===== src/sv/rpn_pkg.sv =====
// shared types and codes for the four-level rpn stack alu
// no dependencies
package rpn_pkg;

    localparam int REQ_W = 3;

    typedef enum logic [REQ_W-1:0] {
        REQ_PUSH = 3'd0,
        REQ_ADD  = 3'd1,
        REQ_SUB  = 3'd2,
        REQ_MUL  = 3'd3,
        REQ_DIV  = 3'd4
    } req_t;

    localparam logic STAT_OK   = 1'b0;
    localparam logic STAT_DIV0 = 1'b1;

    // controller to datapath
    typedef struct packed {
        logic capture;
        logic start;
        logic div_op;
        logic commit;
    } cmd_t;

    // datapath to controller
    typedef struct packed {
        logic [REQ_W-1:0] req;
        logic             x_zero;
        logic             md_done;
    } sts_t;

endpackage


===== src/sv/rpn_muldiv.sv =====
// iterative shift-add multiplier and restoring divider with saturation
// depends on nothing but its parameters
module rpn_muldiv #(
    parameter int W = 32,
    parameter int F = 16
) (
    input  logic         aclk,
    input  logic         aresetn,
    input  logic         start,
    input  logic         is_div,
    input  logic [W-1:0] op_y,
    input  logic [W-1:0] op_x,
    output logic [W-1:0] result,
    output logic         done
);

    localparam int NW = W + F;
    localparam int MW = (2 * W > NW) ? 2 * W : NW;
    localparam int CW = $clog2(NW);
    localparam logic [CW-1:0] MUL_LAST = CW'(W - 1);
    localparam logic [CW-1:0] DIV_LAST = CW'(NW - 1);
    localparam logic [MW-1:0] POS_LIM = {{(MW - W + 1){1'b0}}, {(W - 1){1'b1}}};
    localparam logic [MW-1:0] NEG_LIM = POS_LIM + MW'(1);
    localparam logic [W-1:0]  VAL_MAX = {1'b0, {(W - 1){1'b1}}};
    localparam logic [W-1:0]  VAL_MIN = {1'b1, {(W - 1){1'b0}}};

    logic            busy_reg, fin_reg, done_reg;
    logic [CW-1:0]   cnt_reg;
    logic            div_reg, neg_reg;
    logic [2*W-1:0]  mcand_reg, acc_reg, acc_next;
    logic [W-1:0]    mplier_reg;
    logic [NW-1:0]   nq_reg, nq_next;
    logic [W-1:0]    rem_reg, rem_next, den_reg;
    logic [W-1:0]    res_reg, res_next;
    logic [W-1:0]    mag_y, mag_x;
    logic [W:0]      rem_sh, rem_diff;
    logic            rem_ge;
    logic [MW-1:0]   mag_full;
    logic            last_step;

    assign mag_y = op_y[W-1] ? -op_y : op_y;
    assign mag_x = op_x[W-1] ? -op_x : op_x;

    // one quotient bit per cycle
    assign rem_sh   = {rem_reg, nq_reg[NW-1]};
    assign rem_ge   = rem_sh >= {1'b0, den_reg};
    assign rem_diff = rem_sh - {1'b0, den_reg};
    assign rem_next = rem_ge ? rem_diff[W-1:0] : rem_sh[W-1:0];
    assign nq_next  = {nq_reg[NW-2:0], rem_ge};

    // one multiplier bit per cycle
    assign acc_next = mplier_reg[0] ? acc_reg + mcand_reg : acc_reg;

    assign last_step = cnt_reg == (div_reg ? DIV_LAST : MUL_LAST);

    assign mag_full = div_reg ? MW'(nq_reg) : MW'(acc_reg >> F);

    always_comb begin
        if (neg_reg) begin
            res_next = (mag_full > NEG_LIM) ? VAL_MIN : -mag_full[W-1:0];
        end else begin
            res_next = (mag_full > POS_LIM) ? VAL_MAX : mag_full[W-1:0];
        end
    end

    always_ff @(posedge aclk) begin
        if (!aresetn) begin
            busy_reg <= 1'b0;
            fin_reg  <= 1'b0;
            done_reg <= 1'b0;
            cnt_reg  <= '0;
        end else begin
            done_reg <= fin_reg;
            fin_reg  <= 1'b0;
            if (start) begin
                busy_reg <= 1'b1;
                cnt_reg  <= '0;
            end else if (busy_reg) begin
                if (last_step) begin
                    busy_reg <= 1'b0;
                    fin_reg  <= 1'b1;
                end else begin
                    cnt_reg <= cnt_reg + CW'(1);
                end
            end
        end
    end

    always_ff @(posedge aclk) begin
        if (start) begin
            div_reg    <= is_div;
            neg_reg    <= op_y[W-1] ^ op_x[W-1];
            mcand_reg  <= (2 * W)'(mag_y);
            mplier_reg <= mag_x;
            acc_reg    <= '0;
            nq_reg     <= NW'(mag_y) << F;
            rem_reg    <= '0;
            den_reg    <= mag_x;
        end else if (busy_reg) begin
            if (div_reg) begin
                nq_reg  <= nq_next;
                rem_reg <= rem_next;
            end else begin
                acc_reg    <= acc_next;
                mcand_reg  <= mcand_reg << 1;
                mplier_reg <= mplier_reg >> 1;
            end
        end
        if (fin_reg) begin
            res_reg <= res_next;
        end
    end

    assign result = res_reg;
    assign done   = done_reg;

endmodule


===== src/sv/rpn_dp.sv =====
// stack registers, add and subtract, result selection and output register
// depends on rpn_pkg
module rpn_dp #(
    parameter int W = 32
) (
    input  logic                          aclk,
    input  logic                          aresetn,
    input  rpn_pkg::cmd_t                 cmd,
    output rpn_pkg::sts_t                 sts,
    input  logic [rpn_pkg::REQ_W-1:0]     in_req,
    input  logic [W-1:0]                  in_value,
    input  logic [W-1:0]                  md_result,
    input  logic                          md_done,
    output logic [W-1:0]                  op_y,
    output logic [W-1:0]                  op_x,
    output logic [W-1:0]                  out_data,
    output logic                          out_status
);

    localparam logic [W-1:0] VAL_MAX = {1'b0, {(W - 1){1'b1}}};
    localparam logic [W-1:0] VAL_MIN = {1'b1, {(W - 1){1'b0}}};

    logic [W-1:0]                x_reg, y_reg, z_reg, t_reg;
    logic [W-1:0]                x_next, y_next, z_next, t_next;
    logic [rpn_pkg::REQ_W-1:0]   req_reg;
    logic [W-1:0]                val_reg;
    logic [W-1:0]                out_data_reg;
    logic                        out_status_reg, status_next;
    logic [W:0]                  sum, dif;
    logic [W-1:0]                add_res, sub_res;
    logic                        x_zero;

    assign x_zero = x_reg == '0;

    assign sum = {y_reg[W-1], y_reg} + {x_reg[W-1], x_reg};
    assign dif = {y_reg[W-1], y_reg} - {x_reg[W-1], x_reg};
    assign add_res = (sum[W] != sum[W-1]) ? (sum[W] ? VAL_MIN : VAL_MAX) : sum[W-1:0];
    assign sub_res = (dif[W] != dif[W-1]) ? (dif[W] ? VAL_MIN : VAL_MAX) : dif[W-1:0];

    always_comb begin
        x_next      = x_reg;
        y_next      = y_reg;
        z_next      = z_reg;
        t_next      = t_reg;
        status_next = rpn_pkg::STAT_OK;
        unique case (req_reg)
            rpn_pkg::REQ_PUSH: begin
                x_next = val_reg;
                y_next = x_reg;
                z_next = y_reg;
                t_next = z_reg;
            end
            rpn_pkg::REQ_ADD, rpn_pkg::REQ_SUB, rpn_pkg::REQ_MUL: begin
                x_next = (req_reg == rpn_pkg::REQ_ADD) ? add_res :
                         (req_reg == rpn_pkg::REQ_SUB) ? sub_res : md_result;
                y_next = z_reg;
                z_next = t_reg;
                t_next = '0;
            end
            rpn_pkg::REQ_DIV: begin
                if (x_zero) begin
                    status_next = rpn_pkg::STAT_DIV0;
                end else begin
                    x_next = md_result;
                    y_next = z_reg;
                    z_next = t_reg;
                    t_next = '0;
                end
            end
            default: begin
                // undefined request codes leave the stack alone
                x_next = x_reg;
            end
        endcase
    end

    always_ff @(posedge aclk) begin
        if (!aresetn) begin
            x_reg <= '0;
            y_reg <= '0;
            z_reg <= '0;
            t_reg <= '0;
        end else if (cmd.commit) begin
            x_reg <= x_next;
            y_reg <= y_next;
            z_reg <= z_next;
            t_reg <= t_next;
        end
    end

    always_ff @(posedge aclk) begin
        if (cmd.capture) begin
            req_reg <= in_req;
            val_reg <= in_value;
        end
        if (cmd.commit) begin
            out_data_reg   <= x_next;
            out_status_reg <= status_next;
        end
    end

    assign sts.req     = req_reg;
    assign sts.x_zero  = x_zero;
    assign sts.md_done = md_done;

    assign op_y       = y_reg;
    assign op_x       = x_reg;
    assign out_data   = out_data_reg;
    assign out_status = out_status_reg;

endmodule


===== src/sv/rpn_ctrl.sv =====
// request sequencer and output word handshake
// depends on rpn_pkg
module rpn_ctrl (
    input  logic          aclk,
    input  logic          aresetn,
    input  logic          s_valid,
    output logic          s_ready,
    output logic          m_valid,
    input  logic          m_ready,
    input  rpn_pkg::sts_t sts,
    output rpn_pkg::cmd_t cmd
);

    typedef enum logic [1:0] {
        ST_IDLE,
        ST_EXEC,
        ST_WAIT,
        ST_DONE
    } state_t;

    state_t state_reg;
    logic   out_valid_reg;
    logic   needs_md;
    logic   out_free;

    assign needs_md = (sts.req == rpn_pkg::REQ_MUL) ||
                      ((sts.req == rpn_pkg::REQ_DIV) && !sts.x_zero);
    assign out_free = !out_valid_reg || m_ready;

    assign s_ready     = state_reg == ST_IDLE;
    assign m_valid     = out_valid_reg;
    assign cmd.capture = (state_reg == ST_IDLE) && s_valid;
    assign cmd.start   = (state_reg == ST_EXEC) && needs_md;
    assign cmd.div_op  = sts.req == rpn_pkg::REQ_DIV;
    assign cmd.commit  = (state_reg == ST_DONE) && out_free;

    always_ff @(posedge aclk) begin
        if (!aresetn) begin
            state_reg     <= ST_IDLE;
            out_valid_reg <= 1'b0;
        end else begin
            if (out_valid_reg && m_ready) begin
                out_valid_reg <= 1'b0;
            end
            unique case (state_reg)
                ST_IDLE: begin
                    if (s_valid) begin
                        state_reg <= ST_EXEC;
                    end
                end
                ST_EXEC: begin
                    state_reg <= needs_md ? ST_WAIT : ST_DONE;
                end
                ST_WAIT: begin
                    if (sts.md_done) begin
                        state_reg <= ST_DONE;
                    end
                end
                ST_DONE: begin
                    if (out_free) begin
                        out_valid_reg <= 1'b1;
                        state_reg     <= ST_IDLE;
                    end
                end
            endcase
        end
    end

endmodule


===== src/sv/rpn_four_level_stack_alu_top.sv =====
// Four-level RPN stack calculator (X, Y, Z, T) in signed fixed point.
// Input words: s_tuser carries the request (push, add, subtract, multiply,
// divide), s_tdata the value to push. Output words: m_tdata carries X after
// the request, m_tuser the status (set on a divide by zero, stack unchanged).
// One request is worked on at a time; one result word per request.
// After an input word is accepted, the request passes through an execute
// state; multiply and nonzero divide then wait for the shared multiply/divide
// unit, which handles one operand bit per cycle. The result is then committed
// to the output register, which raises m_tvalid, and only after that is the
// next input word taken.
// A finished word waits in the output register while the next request is
// accepted; if m_tready stays low, the following result holds the stack
// update until the register is free, and m_tdata/m_tuser stay stable.
// Reset (aresetn low at a clock edge) clears X, Y, Z, T to zero and drops
// m_tvalid.
// depends on rpn_pkg, rpn_ctrl, rpn_dp, rpn_muldiv
module rpn_four_level_stack_alu_top #(
    parameter int DATA_WIDTH = 32,
    parameter int FRAC_BITS  = 16
) (
    input  logic                                 aclk,
    input  logic                                 aresetn,
    input  logic                                 s_tvalid,
    output logic                                 s_tready,
    input  logic [((DATA_WIDTH + 7) / 8) * 8-1:0] s_tdata,  // value
    input  logic [rpn_pkg::REQ_W-1:0]            s_tuser,  // req_type
    output logic                                 m_tvalid,
    input  logic                                 m_tready,
    output logic [((DATA_WIDTH + 7) / 8) * 8-1:0] m_tdata,  // top_value
    output logic [0:0]                           m_tuser   // status
);

    localparam int TW = ((DATA_WIDTH + 7) / 8) * 8;

    rpn_pkg::cmd_t         cmd;
    rpn_pkg::sts_t         sts;
    logic [DATA_WIDTH-1:0] op_y, op_x, md_result, out_data;
    logic                  md_done, out_status;

    rpn_ctrl u_ctrl (
        .aclk    (aclk),
        .aresetn (aresetn),
        .s_valid (s_tvalid),
        .s_ready (s_tready),
        .m_valid (m_tvalid),
        .m_ready (m_tready),
        .sts     (sts),
        .cmd     (cmd)
    );

    rpn_muldiv #(
        .W (DATA_WIDTH),
        .F (FRAC_BITS)
    ) u_muldiv (
        .aclk    (aclk),
        .aresetn (aresetn),
        .start   (cmd.start),
        .is_div  (cmd.div_op),
        .op_y    (op_y),
        .op_x    (op_x),
        .result  (md_result),
        .done    (md_done)
    );

    rpn_dp #(
        .W (DATA_WIDTH)
    ) u_dp (
        .aclk       (aclk),
        .aresetn    (aresetn),
        .cmd        (cmd),
        .sts        (sts),
        .in_req     (s_tuser),
        .in_value   (s_tdata[DATA_WIDTH-1:0]),
        .md_result  (md_result),
        .md_done    (md_done),
        .op_y       (op_y),
        .op_x       (op_x),
        .out_data   (out_data),
        .out_status (out_status)
    );

    assign m_tdata    = TW'(out_data);
    assign m_tuser[0] = out_status;

endmodule


===== config.mk =====
export PLATFORM = sky130hd
export DESIGN_NAME = rpn_four_level_stack_alu_top
export DESIGN_NICKNAME = d
export VERILOG_FILES = /design/src/sv/rpn_pkg.sv /design/src/sv/rpn_muldiv.sv /design/src/sv/rpn_dp.sv /design/src/sv/rpn_ctrl.sv /design/src/sv/rpn_four_level_stack_alu_top.sv
export SDC_FILE = /design/constraint.sdc
export NUM_CORES = 1
export LEC_CHECK = 0
export BUFFER_PORTS_ARGS = -buffer_cell sky130_fd_sc_hd__buf_2
export CAP_MARGIN = 15
export CORE_UTILIZATION = 50
export DETAILED_ROUTE_END_ITERATION = 7
export PLACE_DENSITY = 0.67
export SETUP_SLACK_MARGIN = 0.3
export SYNTH_ARGS = -nofsm -noshare
export SYNTH_HDL_FRONTEND = slang
export SYNTH_HIERARCHICAL = 1
export SYNTH_SLANG_ARGS = --single-unit

===== constraint.sdc =====
create_clock -name aclk -period 7.78 [get_ports aclk]
set_clock_uncertainty 0.1 [all_clocks]
set_input_delay 1.945 -clock aclk [delete_from_list [all_inputs] [get_ports aclk]]
set_output_delay 1.945 -clock aclk [all_outputs]
set_load 0.01 [all_outputs]

Word level (Yosys, flattened, before mapping)
Index checks and enable logic that the tools add are counted.
{"block": "totals", "register_bits": 514, "input_bits": 39, "output_inout_bits": 35, "wordCells": 126}
{"block": "op_classes", "n_mux": 44, "n_lt_le_gt_ge": 3, "bitwise": 5, "n_eq_ne": 15, "n_reduce_logical": 26, "n_addsub": 8}
{"op": "32-bit 2-to-1 mux", "n": 22}
{"op": "32-bit case mux with 3 select lines", "n": 4}
{"op": "48-bit 2-to-1 mux", "n": 4}
{"op": "32-bit negator", "n": 3}
{"op": "64-bit adder", "n": 1}
{"op": "64-bit by 31-bit greater-than comparator with 1-bit output, second input constant", "n": 1}
{"op": "64-bit by 32-bit greater-than comparator with 1-bit output, second input constant", "n": 1}
{"op": "32-bit by 32-bit adder with 33-bit output", "n": 1}
{"op": "33-bit by 32-bit >= comparator with 1-bit output", "n": 1}
{"op": "32-bit by 32-bit subtractor with 33-bit output", "n": 1}
{"op": "32-bit logical NOT", "n": 1}
{"op": "32-bit subtractor", "n": 1}
{"op": "2-bit AND reduction", "n": 5}
{"op": "1-bit 2-to-1 mux", "n": 9}
{"op": "3-bit AND reduction", "n": 3}
{"op": "2-bit case mux with 4 select lines", "n": 1}
{"op": "6-bit by 1-bit adder with 6-bit output, second input constant", "n": 1}
{"op": "3-bit by 2-bit == test with 1-bit output, second input constant", "n": 2}
{"op": "6-bit == test", "n": 1}
{"op": "2-bit 2-to-1 mux", "n": 3}
{"op": "6-bit 2-to-1 mux", "n": 1}
{"op": "2-bit by 1-bit != test with 1-bit output, second input constant", "n": 3}
{"op": "3-bit OR reduction", "n": 2}
{"op": "1-bit logical AND", "n": 5}
{"op": "15 further kinds", "n": 24}

Depth between registers and ports, before layout
Gate-level depths: netlist of the first run.
{"block": "depth", "depth_word": 7, "mapped_depth": 19, "mapped_depth_nobuf": 14}

Hierarchy
Netlist of the first run, hierarchy kept.
{"mod": "rpn_muldiv", "area_each_um2": 19701.4, "cells_per_inst": 2286, "instances": 1}
{"mod": "rpn_dp", "area_each_um2": 12848.6, "cells_per_inst": 1657, "instances": 1}
{"mod": "rpn_ctrl", "area_each_um2": 267.8, "cells_per_inst": 30, "instances": 1}

Worst setup path after synthesis of the first run
No wires, ideal clock.
{"block": "synth_timing", "path_type": "register to register", "from": "register u_dp.x_reg[1] (netlist: u_dp/op_x[1])", "to": "register u_muldiv.mcand_reg[0], enable pin", "path_buffers": 6, "t_arrival_ps": 4933, "synth_period_minus_slack_ps": 5465, "stages_incl_launch_ff": 15, "required_ps": 7248, "slack_ps": 2315, "path_cell_list": "dfxtp_1 -> nor4_1 -> nand4_1 -> or2_2 -> clkbuf_1 -> clkbuf_1 -> inv_1 -> buf_4 -> inv_1 -> o2bb2ai_1 -> and2_1 -> clkbuf_1 -> clkbuf_1 -> buf_1 -> nand2b_1"}
{"element": "start, declared", "line": "rpn_dp.sv:23", "text": "logic [W-1:0] x_reg, y_reg, z_reg, t_reg;"}
{"element": "start signal, assigned", "line": "rpn_dp.sv:84", "text": "x_reg <= x_next;"}
{"element": "end signal, assigned", "line": "rpn_muldiv.sv:93", "text": "mcand_reg <= (2 * W)'(mag_y);"}
{"element": "end signal, assigned", "line": "rpn_muldiv.sv:105", "text": "mcand_reg <= mcand_reg << 1;"}
{"element": "end, declared", "line": "rpn_muldiv.sv:30", "text": "logic [2*W-1:0] mcand_reg, acc_reg, acc_next;"}

Worst setup path after layout of the first run
{"block": "layout_timing", "from": "register u_dp.x_reg[7] (netlist: u_dp/op_x[7])", "to": "register u_dp.out_data_reg[12] (netlist: u_dp/out_data[12]), data pin"}
{"block": "layout_via", "elab_chain_len": 6}
{"element": "32-bit by 32-bit subtractor with 33-bit output", "line": "rpn_dp.sv:36", "text": "assign dif = {y_reg[W-1], y_reg} - {x_reg[W-1], x_reg};"}
{"element": "32-bit 2-to-1 mux / 1-bit != test (equally long branches)", "line": "rpn_dp.sv:38", "text": "assign sub_res = (dif[W] != dif[W-1]) ? (dif[W] ? VAL_MIN : VAL_MAX) : dif[W-1:0];"}
{"element": "32-bit 2-to-1 mux", "line": "rpn_dp.sv:38"}
{"element": "32-bit 2-to-1 mux", "line": "rpn_dp.sv:55", "text": "(req_reg == rpn_pkg::REQ_SUB) ? sub_res : md_result;"}
{"element": "32-bit 2-to-1 mux", "line": "rpn_dp.sv:54", "text": "x_next = (req_reg == rpn_pkg::REQ_ADD) ? add_res :"}
{"element": "32-bit case mux with 3 select lines *", "line": "rpn_dp.sv:46", "text": "unique case (req_reg)"}
{"element": "net u_dp.x_next[12]", "line": "rpn_dp.sv:24", "text": "logic [W-1:0] x_next, y_next, z_next, t_next;"}
{"element": "end signal, assigned", "line": "rpn_dp.sv:97", "text": "out_data_reg <= x_next;"}
{"element": "end, declared", "line": "rpn_dp.sv:27", "text": "logic [W-1:0] out_data_reg;"}
The timed path passes the listed nets; every way through them passes the cells marked *.
A chain may end at the register's enable or synchronous reset.

==> results by group, run 1 <==
Cells and area
  – Antenna diode count: 0
  – Share of layout cells above drive strength 1: 8.190%
  – Layout Area Growth over Synthesis: 8.902%
  – Final Instance Area: 35,740 µm²
  – NumNets Final: 4,118

Logic synthesis
  – Number of distinct library cells after synthesis: 94
  – Post-synthesis register bit count: 514
  – Number of synthesized flops with an enable pin: 230
  – Post-Synthesis Mean Instance Area: 8.260 µm²
  – Synthesis warning total: 6
  – Part of the Yosys area used for sequential elements: 38.37%
  – Post-synth net total: 4,184
  – Synth Flop Type: dfxtp_1
  – Asr flop ratio synth: 0%
  – Cells after Synth: 3,973
  – Post-synth design cell area: 32,820 µm²

Run
  – Number of maximum-capacitance violations: 0

STA
  – Top achievable clock speed: 191.9 MHz
  – Worst relative slew slack: 13.11%
  – Slew Limit Fails: 0
  – Final Hold Violating Endpoints: 0
  – Share of the clock period used by the worst path: 66.97%
  – Count of final setup violators: 0
  – Setup repair after global routing missed its margin: no
  – Time the worst path needs with I/O delays and setup: 5.210 ns
  – Worst slew pin tran: 1.271 ns
  – Final setup TNS: 0 ns
  – Worst-case setup margin in the final layout: 2.570 ns

Clock network
  – Later-pin clock latency in the skew report: 0.64 ns
  – Hold buffers post-CTS: 0
  – Number of buffers created by CTS: 59
  – Count of instances resized after the clock tree is built: 0
  – Clock tree from TritonCTS: built
  – CTS clk-pin slew, worst paths: 0.06 ns
  – Count of buffers added by post-CTS timing repair for setup: 0
  – Clk Tree Root Cell: clkbuf_16
  – Number of H-tree levels: 2
  – Maximum root-to-sink buffer count: 3
  – Sink Count: 514

Setup path
  – Category of the most critical setup path: reg -> reg
  – Sequence of cells on the critical path: inv_1 -> ha_1 -> a21oi_1 -> nand2_1 -> o21ai_0 -> nand2_1 -> a31oi_1 -> or4_1 -> nand3_1 -> o21ai_0 -> a31oi_1 -> a31oi_1
  – Cell with the largest stage delay on the worst path: nand3_1
  – CP Data Required Time: 8.10 ns
  – Setup crit end kind: register
  – Maximum net fanout on the critical path: 27
  – Arrival time of data at the critical path endpoint: 5.53 ns
  – Cell repeated most along the worst path: a31oi_1
  – Delay contributed by the slowest stage of the critical path: 0.84 ns
  – CP startpoint kind: register

Pwr
  – Worst vdd ir: 0.3315 mV
  – Total power consumption of the routed design: 0.01344 W
  – Leakage power: 14.06 nW
  – Total power divided by cell area: 376.1 nW/µm²

Die
  – Height of the chip: 258.2 µm
  – Starting density of the core: 50.73%
  – Area of the core region: 64,700 µm²
  – Area of the die: 66,660 µm²
  – Standard-cell rows: 93
  – I/O pins: 74
  – Die span in x: 258.2 µm

Routing
  – Number of iterations in the first detailed-routing pass: 6
  – Count of vias placed by the detailed router: 29,670
  – Number of violations reported at the end of detailed-routing iteration 0: 3,529
  – Detailed-route DRC error count: 0
  – Count of antenna-violating nets left after detailed routing: 0
  – Total routed wirelength: 103,900 µm
  – Routed wire length per instance: 21.60 µm
  – Post-DR vias/cell: 6.166

Outcome
  – Outcome: finished clean

Global routing
  – Total gr overflow: 0
  – Number of antenna violations at the first check in global routing: 1
  – Pin count of the biggest net entering global routing: 99
  – Global-route usage over all layers: 30.37%
  – Vias in the first global route: 26,920
  – Wire length of the first global-routing pass: 159,300 µm

Placement
  – Placer congestion estimate: 1.040
  – IO buf count: 73
  – Estimated wirelength of the detail-placed design: 75,550 µm
  – Minimum setup slack after placement: 2.419 ns
  – Area post-placement: 33,670 µm²

Hold path
  – Kind of path behind the tightest hold check: reg -> reg
[cell usage in the layout, fill, tap and decap left out, types with 59 or more instances in the layout]
cell type / Yosys / final
nand3_1: 86 / 86
nor2_1: 282 / 278
a31oi_1: 70 / 70
inv_1: 174 / 174
a21o_1: 93 / 93
a21oi_1: 492 / 491
buf_2: 46 / 73
o21ai_0: 270 / 270
dfxtp_1: 284 / 284
ha_1: 168 / 168
clkbuf_16: 0 / 59
nand2_1: 605 / 603
edfxtp_1: 230 / 230
o211ai_1: 59 / 59
xnor2_1: 140 / 140
[per-layer routing]
layer / wire length, µm / track usage [%] / up-vias
met3: 8005 / 3.848 / 198
met4: 4664 / 13.12 / 0
met5: 0 / 0 / -
met1: 46210 / 43.58 / 14020
met2: 45030 / 45.74 / 1253
li1: - / - / 14190
[worst paths after layout]
| path | start | to | slack, ns | cells after the start |
|---|---|---|---|---|
| max | u_dp/op_x[7] | u_dp/out_data[12] | 2.57 | 12 |
| min | u_dp/t_reg[20] | u_dp/t_reg[20] | 0.35 | 2 |
| max reg2reg | u_dp/op_x[7] | u_dp/out_data[12] | 2.57 | 12 |
| min reg2reg | u_dp/t_reg[20] | u_dp/t_reg[20] | 0.35 | 2 |
[worst max-delay path: cells and delay by family, from the launching register on]
| kind | cells | cell delay (ns) |
|---|---|---|
| AND/OR/NAND/NOR | 4 | 1.56 |
| adder cells (fa/ha/maj) | 1 | 0.45 |
| flip-flops | 1 | 0.59 |
| buffers and inverters | 1 | 0.21 |
| AO/OA/AOI/OAI | 6 | 2.08 |
[cell usage after synthesis, drive strengths merged, types with 9 or more instances]
cell type,count,share of area [%]
o22ai,12,0.23
or3,23,0.44
nor2,283,3.3
a311oi,35,0.97
a31o,12,0.32
a21oi,492,7.5
nor2b,28,0.56
nand2,606,6.9
inv,175,2.0
nand3b,11,0.25
nand2b,30,0.57
o21a,18,0.41
xor2,56,1.5
a22oi,19,0.43
mux2,41,1.4
ha,168,6.4
a21o,93,2.1
a31oi,70,1.3
o31ai,36,0.88
edfxtp,230,21
o211ai,59,1.3
or4,15,0.39
a211o,9,0.24
o41ai,11,0.29
nor3,56,0.85
nand4,33,0.63
dfxtp,284,17
mux2i,47,1.4
a211oi,38,0.87
a21boi,10,0.23
nor4,37,0.82
o21bai,21,0.48
buf,69,1.0
and3,17,0.32
o21ai,287,4.4
and2,25,0.48
or2,15,0.29
xnor2,140,3.7
clkbuf,178,2.0
nand3,86,1.3
[logic make-up after synthesis]
kind of cell	count (synthesis)	synth area share [%]
DFF	514	38.37
buffers and inverters	423	5.071
muxes	88	2.840
AOI/OAI and AO/OA	1298	24.29
adders and majority gates	172	6.649
and+or+nand+nor	1282	17.55
xor gates and xnor gates	196	5.231
[metrics by stage]
stage                     std cells  hold slack (ns)  utilization (%)
after floorplan                3973           0.3321                -
after global placement         4701           0.3384            52.05
after CTS                      4811           0.3517            55.24
after detailed placement       4701           0.3432            52.05
final                          4811           0.3488            55.24
after global routing           4811           0.3665            55.24
[power breakdown]
part	leakage (nW)	switching [W]	total (W)	internal, W
sequential	4.44	0.000435	0.00379	0.00336
clock	1.01	0.00118	0.00297	0.00179
combinational	8.61	0.00432	0.00668	0.00236
total	14.1	0.00593	0.0134	0.00751
[final cells by class]
cell class | instances | area (µm²)
fill | 6077 | 28960
tap | 855 | 1070
sequential | 514 | 12590
multi-input combinational | 3036 | 18620
timing repair buffer | 120 | 730.7
clock inverter | 32 | 447.9
clock buffer | 78 | 1619
inverter | 176 | 660.6
No activity file was read; power rests on OpenSTA's default activity.
==> run 2: changes to the inputs <==
Settings changed: ABC_AREA set to 1.
Clock period 7.78 ns to 5 ns, I/O delays scaled along.
==> run 2 against run 1 <==
  * Combinational power is 96% higher
  * Via count is 28% higher
  * Die area is 15% higher
  * Synthesized area is 15% higher
  * Total power is 77% higher
  * Maximum frequency is 24% higher
  * Clock power is 52% higher
  * Critical endpoint is now u_dp/out_data[26]
  * Largest power group unchanged
  * Highest routed layer is now met5
==> results by group, run 2 <==
Logic synthesis
  – Number of distinct library cells after synthesis: 54
  – Post-synthesis register bit count: 514
  – Post-Synthesis Mean Instance Area: 6.433 µm²
  – Synthesis warning total: 6
  – Synth area leader: nand2_1
  – Top cells by area, synth: nand2_1 (20%), edfxtp_1 (18%), dfxtp_1 (15%)
  – Most common cell in the netlist: nand2_1
  – Post-synth net total: 6,081
  – Fraction of post-synthesis cell area in the top cell type by area: 20.04%
  – Most frequent cells after synthesis: nand2_1 (2,016), inv_1 (953), nor2_1 (436)
  – Part of the Yosys area used for sequential elements: 33.34%
  – Number of synthesized flops with an enable pin: 230
  – Cells after Synth: 5,870
  – Post-synth design cell area: 37,760 µm²
  – Asr flop ratio synth: 0%
  – Synth Flop Type: dfxtp_1

Clock network
  – Clock tree from TritonCTS: built
  – Sink Count: 514
  – Count of buffers added by post-CTS timing repair for setup: 0
  – CTS clk-pin slew, worst paths: 0.06 ns
  – Maximum root-to-sink buffer count: 3
  – Count of instances resized after the clock tree is built: 0
  – Later-pin clock latency in the skew report: 0.67 ns
  – Number of H-tree levels: 2
  – Hold buffers post-CTS: 0
  – Number of buffers created by CTS: 59
  – Clk Tree Root Cell: clkbuf_16

Cells and area
  – Commonest cells after routing, fill and taps aside: nand2_1 (2,014), inv_1 (952), nor2_1 (432)
  – Share of layout cells above drive strength 1: 6.693%
  – NumNets Final: 6,077
  – Layout Area Growth over Synthesis: 8.518%
  – Final Instance Area: 40,980 µm²
  – Most common cell after layout, fill and taps aside: nand2_1

STA
  – Share of the clock period used by the worst path: 84.31%
  – Slew Limit Fails: 0
  – Time the worst path needs with I/O delays and setup: 4.216 ns
  – Worst slew pin tran: 1.134 ns
  – Final setup TNS: 0 ns
  – Min Hold Slack: 0.3630 ns
  – Setup repair after global routing missed its margin: no
  – Count of final setup violators: 0
  – Top achievable clock speed: 237.2 MHz
  – Final Hold Violating Endpoints: 0
  – Worst relative slew slack: 24.40%
  – Worst-case setup margin in the final layout: 0.7844 ns

Setup path
  – Maximum net fanout on the critical path: 23
  – Reg2Reg Launch Point: u_dp/op_x[27]
  – Category of the most critical setup path: reg -> reg
  – Setup crit end kind: register
  – Cell with the largest stage delay on the worst path: dfxtp_1
  – Delay contributed by the slowest stage of the critical path: 0.81 ns
  – Sequence of cells on the critical path: inv_1 -> ha_1 -> nand2_1 -> nor2_1 -> nand2_1 -> nor2_1 -> nand2_2 -> nand2_1 -> nand2_1 -> nand2_2 -> nand2_1 -> nand2_2 -> nand3_1 -> nand2_1 -> nand2_1 -> nand2_1 -> nand2_1 -> nand2_1 -> inv_1
  – CP startpoint kind: register
  – Cell repeated most along the worst path: nand2_1
  – Arrival time of data at the critical path endpoint: 4.51 ns
  – R2R cell count: 19
  – Reg-to-Reg End: u_dp/out_data[26]
  – Register-to-Register Setup Slack: 0.78 ns
  – CP Data Required Time: 5.29 ns

Pwr
  – Worst vdd ir: 0.4011 mV
  – Internal power: 0.01169 W
  – Net load switching power: 0.01208 W
  – Total power consumption of the routed design: 0.02377 W
  – Relative contribution of sequential cells to total power: 26.0%
  – Combinational power share: 55.1%
  – Leakage power: 20.87 nW
  – Switching Fraction: 50.83%
  – Part of the power in the clock network: 18.9%
  – Total power divided by cell area: 580.1 nW/µm²

Hold path
  – Kind of path behind the tightest hold check: reg -> reg
  – Hold worst-path end: u_dp/t_reg[26]
  – Cell depth of the worst hold path: 2
  – Worst min-delay path startpoint: u_dp/t_reg[26]

Die
  – Starting density of the core: 50.64%
  – I/O pins: 74
  – Die span in x: 276.8 µm
  – Height of the chip: 276.8 µm
  – Area of the die: 76,630 µm²
  – Area of the core region: 74,570 µm²
  – Standard-cell rows: 100

Global routing
  – Vias in the first global route: 34,880
  – Number of antenna violations at the first check in global routing: 3
  – Pin count of the biggest net entering global routing: 102
  – Wire length of the first global-routing pass: 214,000 µm
  – Total gr overflow: 0
  – Global-route usage over all layers: 36.68%

Run
  – Number of maximum-capacitance violations: 0

Routing
  – Number of iterations in the first detailed-routing pass: 8
  – Total routed wirelength: 144,000 µm
  – Count of antenna-violating nets left after detailed routing: 0
  – Post-DR vias/cell: 5.534
  – Count of vias placed by the detailed router: 38,110
  – Detailed-route DRC error count: 0
  – Routed wire length per instance: 20.91 µm
  – Number of violations reported at the end of detailed-routing iteration 0: 4,108

Placement
  – IO buf count: 73
  – Estimated wirelength of the detail-placed design: 112,200 µm
  – Placer congestion estimate: 1.023
  – Minimum setup slack after placement: 0.9625 ns
  – Area post-placement: 38,940 µm²

Outcome
  – Outcome: finished clean
[run 2: cell count changes in the layout (fill, tap and decap cells not counted), sizes merged, moves of 127 or more]
cell and delta:
xnor2 -127, a21oi -200, nor2 +177, nand3 +289
nand2 +1436, inv +806
[run 2: power by group through the flow]
| stage | sequential (W) | combinational (W) | clock [W] |
|---|---|---|---|
| floorplan | 0.00595 | 0.00877 | 0 |
| global placement | 0.00621 | 0.0127 | 0 |
| detailed placement | 0.00623 | 0.0127 | 0 |
| CTS | 0.00616 | 0.0128 | 0.00455 |
| global route | 0.00626 | 0.0142 | 0.00470 |
| finish | 0.00619 | 0.0131 | 0.00450 |
[run 2: worst max path at each step]
| stage | endpoint | slack [ns] | cells after the start | start |
|---|---|---|---|---|
| final | u_dp/out_data[26] | 0.78 | 19 | u_dp/op_x[27] |
| after CTS | u_dp/out_data[7] | 0.94 | 19 | u_dp/op_x[27] |
| after global routing | u_dp/out_data[26] | 0.53 | 19 | u_dp/op_x[27] |
| after global placement | u_dp/out_data[18] | 0.97 | 19 | u_dp/op_x[27] |
| after detailed placement | u_dp/out_data[26] | 0.96 | 19 | u_dp/op_x[27] |
| after floorplan | u_dp/op_y[14] | 0.52 | 8 | m_tready |
[run 2: routing by layer]
| layer | global-route usage (%) | routed length [µm] | share of wire (%) |
|---|---|---|---|
| met1 | 50.60 | 63090 | 44 |
| met2 | 57.16 | 62410 | 43 |
| met3 | 5.121 | 11640 | 8.1 |
| met4 | 15.95 | 6855 | 4.8 |
| met5 | 0 | 27 | 0.019 |
[run 2: layout make-up]
type                    instances  area [µm²]
clock buffers                  90        1821
well taps                     969        1212
repair buffers                136       913.4
flip-flops and latches        514       12590
multi-input cells            4171       20520
fillers                      7562       33590
diodes                          1       2.502
clock inverters                22       219.0
inverters                     984        3699
[run 2: cells by family (layout without fill, tap and decap cells)]
group / Yosys count / in the layout / share of synthesized area (%)
buffers and inverters: 1185 / 1232 / 12.42
XOR/XNOR: 133 / 133 / 3.085
AND/OR/NAND/NOR: 3068 / 3068 / 33.38
AO/OA/AOI/OAI: 798 / 798 / 11.99
flip-flops: 514 / 514 / 33.34
other: 0 / 1 / 0
adder cells (fa/ha/maj): 172 / 172 / 5.778
[run 2: through the flow]
step,cells,util [%]
after global placement,6774,52.22
final,6887,54.95
after detailed placement,6774,52.22
after floorplan,5870,-
after CTS,6886,54.95
after global routing,6886,54.95
[run 2: worst max-delay path, delay by kind of cell (launching register included)]
kind	cells	cell delay (ns)
adder cells (fa/ha/maj)	1	0.61
AND/OR/NAND/NOR	16	2.25
buffers and inverters	2	0.20
flip-flops	1	0.81
